## config.mk

```make
export PLATFORM = sky130hd
export DESIGN_NAME = wbwc_ctrl
export DESIGN_NICKNAME = d
export VERILOG_FILES = /design/src/hdl/wbwc_pkg.sv /design/src/hdl/wbwc_ctrl.sv
export SDC_FILE = /design/constraint.sdc
export NUM_CORES = 1
export LEC_CHECK = 0
export ABC_AREA = 1
export BUFFER_PORTS_ARGS = -buffer_cell sky130_fd_sc_hd__buf_2
export CAP_MARGIN = 20
export CORE_AREA = 8 8 45 47
export DETAILED_ROUTE_END_ITERATION = 10
export DIE_AREA = 0 0 53 55
export GPL_TIMING_DRIVEN = 0
export PLACE_DENSITY = 0.51
export SYNTH_ARGS = -nofsm -noshare
export SYNTH_HDL_FRONTEND = slang
export SYNTH_SLANG_ARGS = --single-unit
```

## constraint.sdc

```tcl
create_clock -name clk -period 1 [get_ports clk]
set_input_delay 0.2 -clock clk [delete_from_list [all_inputs] [get_ports clk]]
set_output_delay 0.2 -clock clk [all_outputs]
set_load 0.03 [all_outputs]
```

## src/hdl/wbwc_pkg.sv

```systemverilog
`timescale 1ns / 1ps
`default_nettype none
// ----------------------------------------------------------------------------
// Word break way counter package
// Shared constants, controller/datapath interface types and the saturating
// adder used for all way counts.
// ----------------------------------------------------------------------------
package wbwc_pkg;

  localparam int WORDS_DEFAULT    = 512;
  localparam int WORD_LEN_DEFAULT = 8;
  localparam int CHAR_W           = 8;
  localparam int COUNT_W          = 64;

  localparam logic REQ_WORD   = 1'b0;
  localparam logic REQ_DESIGN = 1'b1;

  typedef enum logic [2:0] {
    ST_IDLE,
    ST_CHECK,
    ST_DUP_SCAN,
    ST_WRITE,
    ST_DES_SCAN,
    ST_DES_END
  } state_t;

  typedef struct packed {
    logic load_item;
    logic commit_check;
    logic scan_start;
    logic scan_design;
    logic scan_run;
    logic word_write;
    logic design_step;
    logic design_end;
  } cmd_t;

  typedef struct packed {
    logic commit_bad;
    logic scan_done;
    logic out_free;
  } sts_t;

  function automatic logic [COUNT_W-1:0] sat_add(input logic [COUNT_W-1:0] a,
                                                 input logic [COUNT_W-1:0] b);
    logic [COUNT_W:0] s;
    s = {1'b0, a} + {1'b0, b};
    return s[COUNT_W] ? {COUNT_W{1'b1}} : s[COUNT_W-1:0];
  endfunction

endpackage
`default_nettype wire

```

## src/hdl/wbwc_ctrl.sv

```systemverilog
`timescale 1ns / 1ps
`default_nettype none
// ----------------------------------------------------------------------------
// Word break way counter controller
// Sequences request intake, dictionary commits, table scans and the end of
// each design position.
// ----------------------------------------------------------------------------
module wbwc_ctrl (
  input  wire logic           clk,
  input  wire logic           rst_n,
  input  wire logic           in_valid,
  output logic                in_ready,
  input  wire logic           in_req_type,
  input  wire logic           in_last,
  input  wire logic           last_r,
  input  wbwc_pkg::sts_t      sts,
  output wbwc_pkg::cmd_t      cmd
);

  wbwc_pkg::state_t state_r, state_nxt;

  always_ff @(posedge clk) begin
    if (!rst_n) begin
      state_r <= wbwc_pkg::ST_IDLE;
    end else begin
      state_r <= state_nxt;
    end
  end

  always_comb begin
    state_nxt = state_r;
    unique case (state_r)
      wbwc_pkg::ST_IDLE: begin
        if (in_valid) begin
          if (in_req_type == wbwc_pkg::REQ_DESIGN) begin
            state_nxt = wbwc_pkg::ST_DES_SCAN;
          end else if (in_last) begin
            state_nxt = wbwc_pkg::ST_CHECK;
          end
        end
      end
      wbwc_pkg::ST_CHECK: begin
        state_nxt = sts.commit_bad ? wbwc_pkg::ST_IDLE : wbwc_pkg::ST_DUP_SCAN;
      end
      wbwc_pkg::ST_DUP_SCAN: begin
        if (sts.scan_done) begin
          state_nxt = wbwc_pkg::ST_WRITE;
        end
      end
      wbwc_pkg::ST_WRITE: begin
        state_nxt = wbwc_pkg::ST_IDLE;
      end
      wbwc_pkg::ST_DES_SCAN: begin
        if (sts.scan_done) begin
          state_nxt = wbwc_pkg::ST_DES_END;
        end
      end
      wbwc_pkg::ST_DES_END: begin
        if (!last_r || sts.out_free) begin
          state_nxt = wbwc_pkg::ST_IDLE;
        end
      end
      default: begin
        state_nxt = wbwc_pkg::ST_IDLE;
      end
    endcase
  end

  always_comb begin
    cmd      = '0;
    in_ready = 1'b0;
    unique case (state_r)
      wbwc_pkg::ST_IDLE: begin
        in_ready      = 1'b1;
        cmd.load_item = in_valid;
        if (in_valid && in_req_type == wbwc_pkg::REQ_DESIGN) begin
          cmd.scan_start  = 1'b1;
          cmd.scan_design = 1'b1;
        end
      end
      wbwc_pkg::ST_CHECK: begin
        cmd.commit_check = 1'b1;
        cmd.scan_start   = !sts.commit_bad;
      end
      wbwc_pkg::ST_DUP_SCAN: begin
        cmd.scan_run = 1'b1;
      end
      wbwc_pkg::ST_WRITE: begin
        cmd.word_write = 1'b1;
      end
      wbwc_pkg::ST_DES_SCAN: begin
        cmd.scan_run = 1'b1;
      end
      wbwc_pkg::ST_DES_END: begin
        cmd.design_step = !last_r;
        cmd.design_end  = last_r && sts.out_free;
      end
      default: begin
        cmd = '0;
      end
    endcase
  end

endmodule
`default_nettype wire

```

# Word level (Yosys, flattened, before mapping)
# Cells that the tools add are included.
[totals] inputBits=9 word_cells=36 reg_bits=3 output_inout_bits=9
[op_classes] n_reduce_logical=8 muxes=17 n_eq_ne=10
[op_table] operator="two-way mux 3 bit" count=6
[op_table] operator="one-hot mux 3 bit (5 select lines)" count=1
[op_table] operator="!= test 2 bit, second input constant" count=4
[op_table] operator="equality test 3 x 2 -> 1 bit, second input constant" count=2
[op_table] operator="equality test 3 bit, second input constant" count=2
[op_table] operator="two-way mux 1 bit" count=6
[op_table] operator="two-way mux 2 bit" count=3
[op_table] operator="AND reduction 5 bit" count=1
[op_table] operator="equality test 3 x 1 -> 1 bit, second input constant" count=1
[op_table] operator="zero test 3 bit" count=1
[op_table] operator="!= test 3 bit, second input constant" count=1
[op_table] operator="logical AND 1 bit" count=2
[op_table] operator="zero test 1 bit" count=2
[op_table] operator="one-hot mux 1 bit (2 select lines)" count=1
[op_table] operator="OR reduction 2 bit" count=1
[op_table] operator="logical OR 1 bit" count=1

# Logic depth before layout (Yosys ltp)
[logic_depth] word_depth=4 ltp_mapped=9 mapped_depth_nobuf=8

# Worst setup path before layout
# Ideal clock, no wire load.
[synth_timing] path_type="flip-flop to output port" from="reg state_r[2]" to="out cmd[5] (netlist name)" t_required_ns=0.800 path_stages_with_launch=5 n_path_buf=1 path_slack_ns=-0.789 arrival_ns=1.589 cell_sequence="dfxtp_1 buf_6 nor3_1 nand2_1 nand2_1"
[synth_lines] item="start, declared" line="wbwc_ctrl.sv:20" rtl="wbwc_pkg::state_t state_r, state_nxt;"
[synth_lines] item="start signal, assigned" line="wbwc_ctrl.sv:24" rtl="state_r <= wbwc_pkg::ST_IDLE;"
[synth_lines] item="start signal, assigned" line="wbwc_ctrl.sv:26" rtl="state_r <= state_nxt;"
[synth_lines] item="end, declared" line="wbwc_ctrl.sv:17" rtl="output wbwc_pkg::cmd_t cmd"

==> summary.txt <==
Ys async rst share = 0%
Required time of the critical path = 800 ps
CP Capture Type = output port
Unrepaired setup endpoints after global routing = yes
Max Buffers Root-to-Sink = 2
Die Y = 55 µm
Pin count of the biggest net entering global routing = 8
Routed WL per cell = 9.31 µm
Total GRT Usage = 6.39%
Final net count = 91
Vias in the first global route = 393
Fin crit share = 138%
Seq pwr share = 11.7%
Synth top area share = 20.0%
Max FFs per register = 3
Commonest cells post-synth = nand2_1, inv_1, nor2_1, dfxtp_1, nand2_2
Cell Int Power = 967 µW
Core area = 1380 µm²
# rows = 14
Max rail drop VDD = 1.76 mV
Die area = 2920 µm²
CP cell instances = inv_4 -> nand2_4 -> nor2_4 -> inv_2 -> nor2_4 -> nand2_2 -> nand2_4 -> buf_6
Power Density = 3050 nW/µm²
Post-route insts no fill = 97
Layout cells sized above 1 = 69.1%
Antenna Nets Post-Route = 0
Via Count = 408
Worst min-delay path startpoint = rst_n
Diode count = 0
Yosys Warn Count = 0
Worst skew pair latency = 220 ps
Reg2reg start = state_r[1]$_SDFFE_PN0P_
Failing checks = negative setup slack
Area leader, netlist = dfxtp_1
Slowest stage delay, CP = 370 ps
Yosys reg bits = 3
Most common cell in the netlist = nand2_1
I/O Pins = 18
CTS buffer count = 3
Top flop regs = state_r: 3 flops
CTS tree = built
Post-Synthesis Cells = 53
IO Port Bufs = 17
FF-to-FF path depth = 9
Sw Ratio = 48.8%
Worst Hold Depth = 3
Worst-Margin Slew = 349 ps
Max FO, Critical Path = 6
RD Place Congestion = 0.811
1st-pass router iterations = 2
Synth cell types = 16
DRC Markers = 0
Syn_nets = 62
Net switching power = 921 µW
Max Freq = 727 MHz
Register bank with the most flops = state_r
Buffers & Inverters on Critical Path = 3
Vias/cell = 4.21
Final setup fails = 12
Clk network pwr share = 10.6%
Crit Path Class = flop to output port
CP max stage cell = dfxtp_4
MaxCap Viol Count = 0
Initial antenna violation count = 0
Post-synth EDFFs = 0
Synth top area cells = dfxtp_1, nand2_1, inv_1
Reg-to-reg endpoint = state_r[0]$_SDFFE_PN0P_
H-tree depth = 1
Dpl cells = 86
Worst-path clk slew = 40 ps
Hold Fails Final Rpt = 0
Die width = 53 µm
Crit path arrival time = 1180 ps
TNS Setup = -3200 ps
Initial DRC Count = 5
Final Skew = 2.76 ps
Logic gate share of total power = 77.7%
Status = finished, violations left
Hold endpoint = state_r[0]$_SDFFE_PN0P_
Critical Path Start Type = flop
Mapped Area = 300 µm²
HP Class = input pin to flop
Flop-to-flop setup slack = -180 ps
Clk sink count = 3
Root Buffer = clkbuf_4
P_leak = 0.317 nW
Dpl cell area = 462 µm²
Initial core utilization = 21.7%
Ys flop type = dfxtp_1
Synth-to-layout area growth = 106%
Total wire length = 903 µm
Grt ovf = 0
Avg Cell Area, Syn = 5.67 µm²
Crit path time final = 1380 ps
Global-route wire length before repair = 1500 µm
Slew headroom = 76.5%
Layout Utilization = 44.7%
CP delay by family, top = flip-flops
DP Wirelength = 696 µm
Worst setup margin = -376 ps
Final Max Tran Viols = 0
Cell area after layout = 618 µm²
Sequential area share after synthesis = 20.0%
cell type report:
class                           count  area, µm²
Buffer                              1       11.3
Clock buffer                        4       26.3
Fill cell                         145        766
Inverter                           12       50.0
Multi-Input combinational cell     37        265
Sequential cell                     3       66.3
Tap cell                           16       20.0
Timing Repair Buffer               24        179
metal layers:
metal  global-route usage (%)  wire length (µm)  vias up
met3                     1.34                43        0
met1                     8.66               439      179
met4                     2.59                 0        0
li1                         -                 -      216
met2                     9.57               420       13
met5                        0                 0        -
power by group through the flow:
stage / Clock (mW) / Combinational (mW) / Sequential (mW)
2_1_floorplan: 0 / 0.836 / 0.205
3_3_place_gp: 0 / 1.04 / 0.213
3_5_place_dp: 0 / 1.04 / 0.214
4_1_cts: 0.206 / 1.33 / 0.218
5_1_grt: 0.225 / 1.59 / 0.229
6_report: 0.201 / 1.47 / 0.220
worst min-delay path, delay by kind of cell:
family	cells	cell delay (ps)
buf+inv	1	100
simple gates	2	80
how the worst max path moves through the flow:
| stage | cells past startpoint | slack, ps | end | from |
|---|---|---|---|---|
| final | 8 | -380 | cmd[5] | state_r[1]$_SDFFE_PN0P_ |
| after global routing | 8 | -460 | cmd[5] | state_r[1]$_SDFFE_PN0P_ |
| after detailed placement | 8 | -330 | cmd[5] | state_r[0]$_SDFFE_PN0P_ |
| after CTS | 8 | -380 | cmd[5] | state_r[1]$_SDFFE_PN0P_ |
| after global placement | 8 | -330 | cmd[5] | state_r[0]$_SDFFE_PN0P_ |
| after floorplan | 7 | -450 | cmd[5] | state_r[0]$_SDFFE_PN0P_ |
through the flow:
step	hold WS [ps]	setup slack, ps	total power, mW
2_1_floorplan	313	-453	1.04
3_3_place_gp	434	-330	1.26
3_5_place_dp	434	-329	1.25
4_1_cts	197	-381	1.76
5_1_grt	194	-455	2.04
6_report	201	-376	1.89
what timing repair did:
item	4_1_cts	5_1_grt
endpoints found under the setup margin	11	12
hold buffers	0	0
resized for setup	18	7
endpoints found under the hold margin	0	0
setup buffers	6	1
pin swaps	6	3
layout by cell type, fill, tap and decap left out, drive strengths merged:
master and n:
nand2 16, dfxtp 3, nor3 2, nor2 10, nand3 4, o21ai 2
a21oi 2, clkbuf 4, buf 25, inv 12, nand4 1
cells by family (layout without fill, tap and decap cells):
family	Yosys count	count (layout)	share of synthesized area (%)
flip-flops	3	3	20.0
AND/OR/NAND/NOR	33	33	53.8
AO/OA/AOI/OAI	4	4	6.67
buffers and inverters	13	41	19.6
Power figures use the tool's default switching activity.
